`config.mk`:
```
export PLATFORM = sky130hd
export DESIGN_NAME = signed_int_to_radix_digits
export DESIGN_NICKNAME = d
export VERILOG_FILES = /design/src/rtl/core/sitrd_pkg.sv /design/src/rtl/core/sitrd_ctrl.sv /design/src/rtl/core/sitrd_dp.sv /design/src/rtl/core/signed_int_to_radix_digits.sv
export SDC_FILE = /design/constraint.sdc
export NUM_CORES = 1
export LEC_CHECK = 0
export BUFFER_PORTS_ARGS = -buffer_cell sky130_fd_sc_hd__buf_2
export CAP_MARGIN = 20
export CELL_PAD_IN_SITES_DETAIL_PLACEMENT = 0
export CELL_PAD_IN_SITES_GLOBAL_PLACEMENT = 1
export CORE_ASPECT_RATIO = 1.25
export CORE_MARGIN = 5
export CORE_UTILIZATION = 38
export CTS_CLUSTER_SIZE = 28
export DETAILED_ROUTE_END_ITERATION = 6
export GPL_TIMING_DRIVEN = 0
export PLACE_DENSITY_LB_ADDON = 0.05
export REMOVE_ABC_BUFFERS = 1
export SYNTH_ARGS = -nofsm -noshare
export SYNTH_HDL_FRONTEND = slang
export SYNTH_SLANG_ARGS = --single-unit
```
`constraint.sdc`:
```
create_clock -name i_clk -period 11.3 [get_ports i_clk]
set_input_delay 2.26 -clock i_clk [delete_from_list [all_inputs] [get_ports i_clk]]
set_output_delay 2.26 -clock i_clk [all_outputs]
set_load 0.05 [all_outputs]
```
`src/rtl/core/sitrd_pkg.sv`:
```
// ----------------------------------------------------------------------------
// sitrd_pkg
// shared types and constants for the signed integer to radix digits block
// ----------------------------------------------------------------------------
package sitrd_pkg;

    localparam int VALUE_W       = 32;
    localparam int CHAR_W        = 8;
    localparam int RADIX_W       = 5;
    localparam int SYM_W         = 64;
    localparam int SYM_COUNT     = 16;
    localparam int SYM_IDX_W     = 4;
    localparam int CFG_IDX_W     = 2;
    localparam int MAX_SYMBOLS_DEF = 16;

    // long division: quotient bits resolved per cycle
    localparam int BITS_PER_CYC  = 8;
    localparam int CYC_PER_DIV   = VALUE_W / BITS_PER_CYC;
    localparam int STEP_W        = $clog2(CYC_PER_DIV);

    // digit stack holds the longest text, base two
    localparam int STACK_DEPTH   = VALUE_W;
    localparam int COUNT_W       = $clog2(STACK_DEPTH + 1);

    localparam logic [CHAR_W-1:0] CHAR_PLUS  = 8'h2B;
    localparam logic [CHAR_W-1:0] CHAR_MINUS = 8'h2D;

    localparam logic [RADIX_W-1:0] RADIX_RESET      = 5'd10;
    localparam logic [SYM_W-1:0]   SYMBOLS_LOW_RESET  = 64'h3736353433323130;
    localparam logic [SYM_W-1:0]   SYMBOLS_HIGH_RESET = 64'h4645444342413938;

    localparam logic [CFG_IDX_W-1:0] CFG_RADIX        = 2'd0;
    localparam logic [CFG_IDX_W-1:0] CFG_SYMBOLS_LOW  = 2'd1;
    localparam logic [CFG_IDX_W-1:0] CFG_SYMBOLS_HIGH = 2'd2;

    typedef enum logic [2:0] {
        ST_IDLE,
        ST_CHECK,
        ST_DIVIDE,
        ST_SIGN,
        ST_DIGITS
    } t_state;

    typedef struct packed {
        logic load;      // capture input value and sign
        logic start;     // latch base, clear remainder and step count
        logic div_step;  // resolve one slice of quotient bits
        logic out_load;  // write output register
        logic out_sign;  // output register takes the minus sign
        logic pop;       // drop the top digit
    } t_dp_cmd;

    typedef struct packed {
        logic alpha_ok;
        logic div_last;
        logic quo_zero;
        logic neg;
        logic stack_one;
        logic out_free;
    } t_dp_status;

endpackage

```
`src/rtl/core/sitrd_ctrl.sv`:
```
// ----------------------------------------------------------------------------
// sitrd_ctrl
// sequencer: accept, alphabet check, digit division loop, character emission
// ----------------------------------------------------------------------------
module sitrd_ctrl (
    input  logic                  i_clk,
    input  logic                  i_rst_n,
    input  logic                  i_in_valid,
    output logic                  o_in_ready,
    input  sitrd_pkg::t_dp_status i_status,
    output sitrd_pkg::t_dp_cmd    o_cmd
);

    sitrd_pkg::t_state r_state;
    sitrd_pkg::t_state n_state;

    always_ff @(posedge i_clk) begin
        if (!i_rst_n) begin
            r_state <= sitrd_pkg::ST_IDLE;
        end else begin
            r_state <= n_state;
        end
    end

    always_comb begin
        n_state = r_state;
        case (r_state)
            sitrd_pkg::ST_IDLE: begin
                if (i_in_valid) n_state = sitrd_pkg::ST_CHECK;
            end
            sitrd_pkg::ST_CHECK: begin
                n_state = i_status.alpha_ok ? sitrd_pkg::ST_DIVIDE : sitrd_pkg::ST_IDLE;
            end
            sitrd_pkg::ST_DIVIDE: begin
                if (i_status.div_last && i_status.quo_zero) begin
                    n_state = i_status.neg ? sitrd_pkg::ST_SIGN : sitrd_pkg::ST_DIGITS;
                end
            end
            sitrd_pkg::ST_SIGN: begin
                if (i_status.out_free) n_state = sitrd_pkg::ST_DIGITS;
            end
            sitrd_pkg::ST_DIGITS: begin
                if (i_status.out_free && i_status.stack_one) n_state = sitrd_pkg::ST_IDLE;
            end
            default: n_state = sitrd_pkg::ST_IDLE;
        endcase
    end

    always_comb begin
        o_in_ready = 1'b0;
        o_cmd      = '0;
        case (r_state)
            sitrd_pkg::ST_IDLE: begin
                o_in_ready = 1'b1;
                o_cmd.load = i_in_valid;
            end
            sitrd_pkg::ST_CHECK: begin
                o_cmd.start = i_status.alpha_ok;
            end
            sitrd_pkg::ST_DIVIDE: begin
                o_cmd.div_step = 1'b1;
            end
            sitrd_pkg::ST_SIGN: begin
                o_cmd.out_load = i_status.out_free;
                o_cmd.out_sign = 1'b1;
            end
            sitrd_pkg::ST_DIGITS: begin
                o_cmd.out_load = i_status.out_free;
                o_cmd.pop      = i_status.out_free;
            end
            default: begin
                o_in_ready = 1'b0;
            end
        endcase
    end

endmodule

```
`src/rtl/core/sitrd_dp.sv`:
```
// ----------------------------------------------------------------------------
// sitrd_dp
// datapath: alphabet check, sliced long division, digit stack, output register
// ----------------------------------------------------------------------------
module sitrd_dp #(
    parameter int MAX_SYMBOLS = sitrd_pkg::MAX_SYMBOLS_DEF
) (
    input  logic                            i_clk,
    input  logic                            i_rst_n,
    input  sitrd_pkg::t_dp_cmd              i_cmd,
    output sitrd_pkg::t_dp_status           o_status,
    input  logic [sitrd_pkg::VALUE_W-1:0]   i_value,
    input  logic [sitrd_pkg::RADIX_W-1:0]   i_radix,
    input  logic [sitrd_pkg::SYM_W-1:0]     i_symbols_low,
    input  logic [sitrd_pkg::SYM_W-1:0]     i_symbols_high,
    input  logic                            i_out_ready,
    output logic                            o_out_valid,
    output logic [sitrd_pkg::CHAR_W-1:0]    o_out_char,
    output logic                            o_out_last
);

    localparam int DIG_W = (MAX_SYMBOLS > 2) ? $clog2(MAX_SYMBOLS) : 1;
    localparam logic [sitrd_pkg::STEP_W-1:0] STEP_LAST =
        sitrd_pkg::STEP_W'(sitrd_pkg::CYC_PER_DIV - 1);

    logic [2*sitrd_pkg::SYM_W-1:0]  all_syms;
    logic [sitrd_pkg::CHAR_W-1:0]   syms [sitrd_pkg::SYM_COUNT];
    logic                           alpha_ok;
    logic                           r_alpha_ok;

    logic [sitrd_pkg::VALUE_W-1:0]  r_div;
    logic [sitrd_pkg::VALUE_W-1:0]  n_div;
    logic [sitrd_pkg::RADIX_W-1:0]  r_rem;
    logic [sitrd_pkg::RADIX_W-1:0]  n_rem;
    logic [sitrd_pkg::RADIX_W-1:0]  r_base;
    logic [sitrd_pkg::STEP_W-1:0]   r_step;
    logic                           r_neg;
    logic                           push;

    logic [DIG_W-1:0]               r_stack [sitrd_pkg::STACK_DEPTH];
    logic [sitrd_pkg::COUNT_W-1:0]  r_count;

    logic                           r_out_valid;
    logic [sitrd_pkg::CHAR_W-1:0]   r_out_char;
    logic                           r_out_last;
    logic [sitrd_pkg::SYM_IDX_W-1:0] top_idx;

    assign all_syms = {i_symbols_high, i_symbols_low};

    always_comb begin
        for (int i = 0; i < sitrd_pkg::SYM_COUNT; i++) begin
            syms[i] = all_syms[i*sitrd_pkg::CHAR_W +: sitrd_pkg::CHAR_W];
        end
    end

    // radix range, sign and pairwise compare over the symbols in use, registered
    always_comb begin
        alpha_ok = (i_radix >= sitrd_pkg::RADIX_W'(2)) &&
                   (i_radix <= sitrd_pkg::RADIX_W'(MAX_SYMBOLS));
        for (int i = 0; i < sitrd_pkg::SYM_COUNT; i++) begin
            if (sitrd_pkg::RADIX_W'(i) < i_radix) begin
                if (syms[i] == sitrd_pkg::CHAR_PLUS || syms[i] == sitrd_pkg::CHAR_MINUS) begin
                    alpha_ok = 1'b0;
                end
                for (int j = i + 1; j < sitrd_pkg::SYM_COUNT; j++) begin
                    if (sitrd_pkg::RADIX_W'(j) < i_radix && syms[i] == syms[j]) begin
                        alpha_ok = 1'b0;
                    end
                end
            end
        end
    end

    always_ff @(posedge i_clk) begin
        if (!i_rst_n) begin
            r_alpha_ok <= 1'b0;
        end else begin
            r_alpha_ok <= alpha_ok;
        end
    end

    // restoring division, one slice of quotient bits per cycle
    always_comb begin
        logic [sitrd_pkg::RADIX_W-1:0] trial;
        n_div = r_div;
        n_rem = r_rem;
        for (int k = 0; k < sitrd_pkg::BITS_PER_CYC; k++) begin
            trial = {n_rem[sitrd_pkg::RADIX_W-2:0], n_div[sitrd_pkg::VALUE_W-1]};
            n_div = {n_div[sitrd_pkg::VALUE_W-2:0], 1'b0};
            if (trial >= r_base) begin
                n_rem    = trial - r_base;
                n_div[0] = 1'b1;
            end else begin
                n_rem = trial;
            end
        end
    end

    assign push = i_cmd.div_step && (r_step == STEP_LAST);

    always_ff @(posedge i_clk) begin
        if (i_cmd.load) begin
            r_neg <= i_value[sitrd_pkg::VALUE_W-1];
            r_div <= i_value[sitrd_pkg::VALUE_W-1] ? (~i_value + 1'b1) : i_value;
        end else if (i_cmd.div_step) begin
            r_div <= n_div;
        end
        if (i_cmd.start) begin
            r_base <= i_radix;
        end
        if (i_cmd.start || push) begin
            r_rem <= '0;
        end else if (i_cmd.div_step) begin
            r_rem <= n_rem;
        end
    end

    always_ff @(posedge i_clk) begin
        if (!i_rst_n) begin
            r_step <= '0;
        end else if (i_cmd.start) begin
            r_step <= '0;
        end else if (i_cmd.div_step) begin
            r_step <= r_step + 1'b1;
        end
    end

    // digit stack: least significant digit pushed first, top read at entry zero
    always_ff @(posedge i_clk) begin
        if (push) begin
            r_stack[0] <= n_rem[DIG_W-1:0];
            for (int i = 1; i < sitrd_pkg::STACK_DEPTH; i++) begin
                r_stack[i] <= r_stack[i-1];
            end
        end else if (i_cmd.pop) begin
            for (int i = 0; i < sitrd_pkg::STACK_DEPTH - 1; i++) begin
                r_stack[i] <= r_stack[i+1];
            end
        end
    end

    always_ff @(posedge i_clk) begin
        if (!i_rst_n) begin
            r_count <= '0;
        end else if (push) begin
            r_count <= r_count + 1'b1;
        end else if (i_cmd.pop) begin
            r_count <= r_count - 1'b1;
        end
    end

    assign top_idx = sitrd_pkg::SYM_IDX_W'(r_stack[0]);

    always_ff @(posedge i_clk) begin
        if (!i_rst_n) begin
            r_out_valid <= 1'b0;
        end else if (i_cmd.out_load) begin
            r_out_valid <= 1'b1;
        end else if (i_out_ready) begin
            r_out_valid <= 1'b0;
        end
    end

    always_ff @(posedge i_clk) begin
        if (i_cmd.out_load) begin
            r_out_char <= i_cmd.out_sign ? sitrd_pkg::CHAR_MINUS : syms[top_idx];
            r_out_last <= !i_cmd.out_sign && (r_count == sitrd_pkg::COUNT_W'(1));
        end
    end

    assign o_out_valid = r_out_valid;
    assign o_out_char  = r_out_char;
    assign o_out_last  = r_out_last;

    assign o_status.alpha_ok  = r_alpha_ok;
    assign o_status.div_last  = r_step == STEP_LAST;
    assign o_status.quo_zero  = n_div == '0;
    assign o_status.neg       = r_neg;
    assign o_status.stack_one = r_count == sitrd_pkg::COUNT_W'(1);
    assign o_status.out_free  = !r_out_valid || i_out_ready;

    a_no_overflow: assert property (@(posedge i_clk) disable iff (!i_rst_n)
        push |-> (r_count < sitrd_pkg::COUNT_W'(sitrd_pkg::STACK_DEPTH)))
        else $error("digit stack overflow");

    a_no_underflow: assert property (@(posedge i_clk) disable iff (!i_rst_n)
        i_cmd.pop |-> (r_count != '0))
        else $error("digit stack underflow");

    a_no_overwrite: assert property (@(posedge i_clk) disable iff (!i_rst_n)
        i_cmd.out_load |-> (!r_out_valid || i_out_ready))
        else $error("output register overwritten while held");

    a_empty_at_start: assert property (@(posedge i_clk) disable iff (!i_rst_n)
        i_cmd.start |-> (r_count == '0))
        else $error("digit stack not empty at start of conversion");

endmodule

```
`src/rtl/core/signed_int_to_radix_digits.sv`:
```
// ----------------------------------------------------------------------------
// signed_int_to_radix_digits
// converts a signed 32-bit integer to text in a configurable radix
// ----------------------------------------------------------------------------
// steps: accept, alphabet check, long division of each digit (8 quotient
//   bits per cycle), then one character per cycle while the receiver is ready
// an invalid alphabet drops the item with no output
// synchronous active-low reset restores radix 10 and alphabet 0-9A-F
// ----------------------------------------------------------------------------
module signed_int_to_radix_digits #(
    parameter int MAX_SYMBOLS = sitrd_pkg::MAX_SYMBOLS_DEF
) (
    input  logic                            i_clk,
    input  logic                            i_rst_n,
    // configuration write port
    input  logic                            i_cfg_we,
    input  logic [sitrd_pkg::CFG_IDX_W-1:0] i_cfg_index,
    input  logic [sitrd_pkg::SYM_W-1:0]     i_cfg_wdata,
    // input request stream
    input  logic                            s_axis_tvalid,
    output logic                            s_axis_tready,
    input  logic [sitrd_pkg::VALUE_W-1:0]   s_axis_tdata,   // [31:0] value
    // character stream
    output logic                            m_axis_tvalid,
    input  logic                            m_axis_tready,
    output logic [sitrd_pkg::CHAR_W-1:0]    m_axis_tdata,   // [7:0] character
    output logic                            m_axis_tlast
);

    // configuration registers
    logic [sitrd_pkg::RADIX_W-1:0] r_radix;
    logic [sitrd_pkg::SYM_W-1:0]   r_symbols_low;
    logic [sitrd_pkg::SYM_W-1:0]   r_symbols_high;

    sitrd_pkg::t_dp_cmd    cmd;
    sitrd_pkg::t_dp_status status;

    // writes to an unused index fall through the default arm
    always_ff @(posedge i_clk) begin
        if (!i_rst_n) begin
            r_radix        <= sitrd_pkg::RADIX_RESET;
            r_symbols_low  <= sitrd_pkg::SYMBOLS_LOW_RESET;
            r_symbols_high <= sitrd_pkg::SYMBOLS_HIGH_RESET;
        end else if (i_cfg_we) begin
            case (i_cfg_index)
                sitrd_pkg::CFG_RADIX:        r_radix <= i_cfg_wdata[sitrd_pkg::RADIX_W-1:0];
                sitrd_pkg::CFG_SYMBOLS_LOW:  r_symbols_low  <= i_cfg_wdata;
                sitrd_pkg::CFG_SYMBOLS_HIGH: r_symbols_high <= i_cfg_wdata;
                default: ;
            endcase
        end
    end

    // sequencer: one request at a time, ready only between conversions
    sitrd_ctrl u_ctrl (
        .i_clk      (i_clk),
        .i_rst_n    (i_rst_n),
        .i_in_valid (s_axis_tvalid),
        .o_in_ready (s_axis_tready),
        .i_status   (status),
        .o_cmd      (cmd)
    );

    // datapath: the output register lets the next request enter while the
    // final character is still waiting downstream
    sitrd_dp #(
        .MAX_SYMBOLS (MAX_SYMBOLS)
    ) u_dp (
        .i_clk          (i_clk),
        .i_rst_n        (i_rst_n),
        .i_cmd          (cmd),
        .o_status       (status),
        .i_value        (s_axis_tdata),
        .i_radix        (r_radix),
        .i_symbols_low  (r_symbols_low),
        .i_symbols_high (r_symbols_high),
        .i_out_ready    (m_axis_tready),
        .o_out_valid    (m_axis_tvalid),
        .o_out_char     (m_axis_tdata),
        .o_out_last     (m_axis_tlast)
    );

endmodule

```
==> reports/summary.txt, run 1 <==
Synth Register Bits - 325
Hold_sp - u_dp.r_stack[0][122]
Pin slew with the least headroom to its limit - 1.27 ns
IO buf count - 113
Synthesized instance count - 3,269
Worst Setup Path Type - flip-flop to flip-flop
First-pass GRT wire length - 167 mm
Clk root buf - clkbuf_16
GRT Util Overall - 26.8%
CP required - 11.77 ns
Mapped cell area - 28,800 um^2
Max Cap Viol - 0
Die Y - 318 um
Clock skew - 0.0261 ns
Area Overhead vs Synth - 18.1%
Sequential area share after synthesis - 28.7%
Status - finished, final reports clean
Footprint of the multi-input gates - 19,200 um^2
Finished Cell Area - 34,000 um^2
Hold_buf cts - 0
Core footprint - 75,600 um^2
Iteration count of the initial detailed-routing pass - 6
Grt ovf - 0
Finish-stage setup viols - 0
Initial antenna violation count - 3
Most used cell, CP - a21o_1
Slowest CP cell - edfxtp_1
Clk sinks - 325
DP Worst Slack - -3.07 ns
Worst Hold Depth - 0
TritonCTS Buffers - 38
Clock transition at path regs - 0.06 ns
CTS tree - built
WL per Instance - 26.8 um
DR iter-0 viols - 2,092
Worst-path fanout max - 8
Vias in the first global route - 25,600
Sequential cell area - 8280 um^2
Worst skew pair latency - 0.60 ns
Initial Util - 38.1%
Die W - 256 um
EDFF count, synth - 175
Fin. Hold Viols - 0
Reg-to-Reg End - u_ctrl.r_state[1]
Worst Setup End Kind - flip-flop
Slowest stage delay, CP - 0.44 ns
Max Clk Rate - 91.6 MHz
PnR worst setup slack - 0.380 ns
Via density per instance - 5.85
Placed Instance Area - 32,000 um^2
Worst Path Arrival - 11.39 ns
Residual DRC count - 0
Antenna-violating nets left - 0
Rel. slew slack - 15.5%
Boundary pin count - 114
Final TNS setup - 0 ns
Max Buffers Root-to-Sink - 3
Syn_area_per_cell - 8.82 um^2
Layout cells sized above 1 - 16.6%
Min Tclk post-route - 10.92 ns
Startpoint types - flip-flop
Nets - 3,393
Htree depth - 2
Die area - 81,500 um^2
Via count - 24,800
HP Class - flip-flop to flip-flop
Unique masters post-synth - 74
DP HPWL - 81.5 mm
Worst R2R Setup Slack - 0.38 ns
Hold Path End - u_dp.r_stack[0][126]
Synth Flop Type - edfxtp_1
Largest net degree at the start of global routing - 76
Fillers - 7,171
Final wirelength - 114 mm
Period utilization - 96.6%
Async SR Flop Fraction - 0%
FF-to-FF Start - u_dp.r_base[1]
Final Wtd Congestion - 0.944
Worst Reg-to-Reg Cells - 53
Rows - 113
Yosys warns - 0
Final Max Tran Viols - 0
## sequential cells by signal (all words and copies together), names as in the netlist, 2 cells and up
signal and flops:
r_symbols_high 64, u_dp.r_stack 128, r_symbols_low 64, u_dp.r_div 32, u_dp.r_count 6, u_dp.r_step 2
u_dp.o_out_char 8, u_dp.r_rem 4, r_radix 5, u_dp.r_base 5, u_ctrl.r_state 3
## cells in the mapped netlist, types with 4 or more instances
library cell	number	share of area [%]
o311ai_0	8	0.24
mux2_2	72	2.8
clkbuf_1	74	0.96
fa_1	8	0.56
o2111ai_1	4	0.12
nor2b_1	14	0.30
xnor2_1	589	18
nor3_1	62	1.1
and2_1	6	0.13
a21o_1	32	0.83
nand3b_1	4	0.10
nor2_1	49	0.64
buf_1	15	0.20
edfxtp_1	175	18
o31ai_1	10	0.26
nand4_1	148	3.2
nor4_1	131	2.8
o21bai_1	4	0.10
mux2i_1	14	0.49
or2_2	6	0.13
ha_1	45	2.0
o21ai_0	41	0.71
a31oi_1	49	1.1
mux4_2	40	3.1
o211ai_1	4	0.10
a21oi_1	49	0.85
o41ai_1	4	0.12
nand3_1	75	1.3
xor2_1	430	13
inv_1	37	0.48
a21boi_0	83	2.2
nand2_1	482	6.3
dfxtp_1	150	10
buf_2	265	4.6
nand2b_1	13	0.28
o21ai_1	6	0.10
nand4b_1	13	0.40
## worst max-delay path: cells and delay by family, from the launching register on
kind | cells | cell delay, ns
compound gates | 30 | 5.39
flops | 1 | 0.44
mux | 5 | 1.36
fa+ha+maj | 8 | 1.88
buf+inv | 2 | 0.30
simple gates | 8 | 1.44
## worst max-delay path by stage
| stage | endpoint | cells past startpoint | startpoint | slack, ns |
|---|---|---|---|---|
| 4_1_cts | u_ctrl.r_state[1] | 53 | u_dp.r_base[1] | 0.02 |
| 5_1_grt | u_ctrl.r_state[1] | 55 | u_dp.r_base[1] | -0.08 |
| 3_5_place_dp | u_ctrl.r_state[1] | 52 | u_dp.r_base[1] | -3.07 |
| 2_1_floorplan | u_ctrl.r_state[1] | 52 | u_dp.r_base[1] | -0.68 |
| 6_report | u_ctrl.r_state[1] | 53 | u_dp.r_base[1] | 0.38 |
| 3_3_place_gp | u_ctrl.r_state[1] | 52 | u_dp.r_base[1] | -3.04 |
## per-layer routing
| metal | part of all wire, % | GRT usage [%] | vias up |
|---|---|---|---|
| met5 | 0 | 0 | - |
| met4 | 8.0 | 17.9 | 0 |
| met3 | 6.1 | 4.23 | 461 |
| met2 | 47 | 44.9 | 1057 |
| met1 | 39 | 31.6 | 12200 |
| li1 | - | - | 11100 |
## what timing repair did
| item | in CTS | in global routing |
|---|---|---|
| endpoints found under the setup margin | 13 | 12 |
| pin swaps | 14 | 26 |
| gates resized for setup | 44 | 25 |
| buffers inserted | 20 | 19 |
| cloned | 1 | 0 |
## cells in the final DEF (no fill, tap or decap), drive strengths merged, types with 63 or more instances in the layout
cell / instances
buf: 282
xnor2: 589
nor3: 63
nor4: 133
mux2: 72
xor2: 430
edfxtp: 175
a21boi: 83
nand3: 76
dfxtp: 150
nand2: 482
nand4: 148
## area by class of cell
type	count	area share (%)
multi-input combinational	2553	56.4
inverter	37	0.430
sequential	325	24.3
clock buffer	48	2.93
timing repair buffer	282	11.8
clock inverter	19	0.511
antenna	1	0.00735
tap	977	3.59
## logic make-up after synthesis
kind of cell,synth area share [%]
AOI/OAI and AO/OA,7.64
xor gates and xnor gates,31.0
DFF,28.7
adders and majority gates,2.51
buffers and inverters,6.27
and+or+nand+nor,17.5
muxes,6.43
## metrics by stage
step,utilization [%],hold slack [ns],cells
final,45.0,0.449,4242
after global routing,45.0,0.461,4241
after CTS,44.3,0.455,4216
after detailed placement,42.3,0.438,4128
after global placement,38.3,0.435,4004
after floorplan,-,0.426,2914
Power of run 1 is not shown: default switching activity piles up to over one toggle a cycle in this logic, so the estimate is an artifact.
==> run 2: changes to the inputs <==
--- a/config.mk
+++ b/config.mk
@@ -11,7 +11,7 @@
 export CELL_PAD_IN_SITES_GLOBAL_PLACEMENT = 1
 export CORE_ASPECT_RATIO = 1.25
 export CORE_MARGIN = 5
-export CORE_UTILIZATION = 38
+export CORE_UTILIZATION = 45
 export CTS_CLUSTER_SIZE = 28
 export DETAILED_ROUTE_END_ITERATION = 6
 export GPL_TIMING_DRIVEN = 0
==> run 2 against run 1 <==
Compared with the run above: critical path depth unchanged; highest routed layer is now met5; maximum frequency about the same; routed wire length shrank 2.5%; flip-flop and latch count unchanged; core utilization is 9.0 points higher.
==> reports/summary.txt, run 2 (same netlist as run 1, synthesis figures left out) <==
Slowest stage delay, CP - 0.43 ns (about the same)
Pin slew with the least headroom to its limit - 1.36 ns (+0.0903 ns)
GRT Util Overall - 30.7% (+4.0 points)
First-pass GRT wire length - 164 mm (-2.0%)
Htree depth - 2 (unchanged)
Finished Cell Area - 34,200 um^2 (+0.47%)
Max Cap Viol - 0 (unchanged)
Clk root buf - clkbuf_16
Rel. slew slack - 8.41% (-7.1 points)
Worst Reg-to-Reg Cells - 53 (unchanged)
Finished Layout Cells - 4,116 (-3.0%)
Top delay family on crit path - compound AO/OA/AOI/OAI gates
Largest net degree at the start of global routing - 87 (+14%)
Rows - 103 (-8.8%)
DP HPWL - 80.2 mm (-1.6%)
Most used cell, CP - a21o_1
Min Tclk post-route - 10.93 ns (+0.00925 ns)
Worst Setup End Kind - flip-flop
IO buf count - 113 (unchanged)
Slowest CP cell - edfxtp_1
Grt ovf - 0 (unchanged)
Hold Slack - 0.463 ns (+0.0137 ns)
Die W - 236 um (-7.8%)
Status - finished, final reports clean
WP buf/inv - 1 (-1)
Via density per instance - 6.13 (+4.7%)
TritonCTS Buffers - 36 (-5.3%)
Finish-stage setup viols - 0 (unchanged)
Final Max Tran Viols - 0 (unchanged)
FF-to-FF Start - u_dp.r_base[1]
DR iter-0 viols - 2,176 (+4.0%)
WL per Instance - 26.9 um (+0.51%)
Area Overhead vs Synth - 18.7%
Iteration count of the initial detailed-routing pass - 5 (-1)
Max FFs per register - 128 (unchanged)
Placed Instance Area - 32,100 um^2 (+0.49%)
Vias in the first global route - 25,400 (-0.97%)
Initial Util - 45.5% (+7.4 points)
Worst Setup Path Type - flip-flop to flip-flop
RSZ-0062 raised after global routing - true
Layout cells sized above 1 - 16.5% (-0.14 points)
Reg-to-Reg End - u_ctrl.r_state[1]
Max Clk Rate - 91.5 MHz (about the same)
Die area - 69,200 um^2 (-15%)
Final wirelength - 111 mm (-2.5%)
HP Class - flip-flop to flip-flop
Fin. Hold Viols - 0 (unchanged)
Biggest register - u_dp.r_stack
Residual DRC count - 0 (unchanged)
Worst Path Arrival - 11.38 ns (about the same)
Via count - 25,200 (+1.6%)
Clock skew - 0.0347 ns (+0.00859 ns)
CTS tree - built
Max Buffers Root-to-Sink - 3 (unchanged)
Commonest non-fill, non-tap cell in the layout - xnor2_1
Most frequent cells in the layout - 589 x xnor2_1, 480 x nand2_1, 430 x xor2_1
Levels on crit path - 53 (unchanged)
Nets - 3,403 (+0.29%)
Largest regs - u_dp.r_stack x128, r_symbols_high x64, r_symbols_low x64
Antenna-violating nets left - 0 (unchanged)
Core footprint - 63,300 um^2 (-16%)
Final TNS setup - 0 ns (unchanged)
Initial antenna violation count - 4 (+1)
Clk sinks - 325 (unchanged)
Die Y - 293 um (-7.9%)
Placed cells - 3,999 (-3.1%)
Period utilization - 96.7% (about the same)
Hold_sp - u_dp.r_stack[0][121]
Worst-path fanout max - 8 (unchanged)
Worst R2R Setup Slack - 0.37 ns (about the same)
Hold Path End - u_dp.r_stack[0][125]
Final Wtd Congestion - 0.972 (+3.0%)
Clock transition at path regs - 0.06 ns (about the same)
CP required - 11.75 ns (-0.02 ns)
Worst Hold Depth - 0 (unchanged)
Startpoint types - flip-flop
Worst skew pair latency - 0.58 ns (-0.02 ns)
Boundary pin count - 114 (unchanged)
run 2: timing repair:
action	CTS	global route
hold buffers	0	0
setup buffers	19	18
resized for setup	42	27
setup endpoints to repair	13	12
pin swaps	10	40
gates cloned	0	1
run 2: stage by stage:
step / setup slack, ns / util [%]
after floorplan: -0.685 / -
after global placement: -3.00 / 45.5
after detailed placement: -3.14 / 50.8
after CTS: 0.0107 / 53.2
after global routing: -0.0803 / 54.0
final: 0.370 / 54.0
run 2: worst max path at each step:
stage	slack (ns)	endpoint	start
6_report	0.37	u_ctrl.r_state[1]	u_dp.r_base[1]
5_1_grt	-0.08	u_ctrl.r_state[1]	u_dp.r_base[1]
3_3_place_gp	-3.00	u_ctrl.r_state[1]	u_dp.r_base[1]
4_1_cts	0.01	u_ctrl.r_state[1]	u_dp.r_base[1]
2_1_floorplan	-0.68	u_ctrl.r_state[1]	u_dp.r_base[1]
3_5_place_dp	-3.14	u_ctrl.r_state[1]	u_dp.r_base[1]
run 2: metal layers:
| metal | share of wire (%) | wire length, um | track usage [%] |
|---|---|---|---|
| met5 | 0.0099 | 11 | 0 |
| met4 | 7.0 | 7760 | 17.2 |
| met3 | 7.9 | 8770 | 5.60 |
| met2 | 47 | 52600 | 52.2 |
| met1 | 38 | 41700 | 36.8 |
run 2: area by class of cell:
| cell class | instances | area (um^2) |
|---|---|---|
| Tap cell | 840 | 1050 |
| Clock inverter | 16 | 160 |
| Multi-Input combinational cell | 2553 | 19200 |
| Antenna cell | 3 | 7.51 |
| Sequential cell | 325 | 8270 |
| Timing Repair Buffer | 294 | 4420 |
| Fill cell | 5809 | 29100 |
| Inverter | 37 | 146 |
| Clock buffer | 48 | 986 |
Power of run 2 is left out for the same reason.
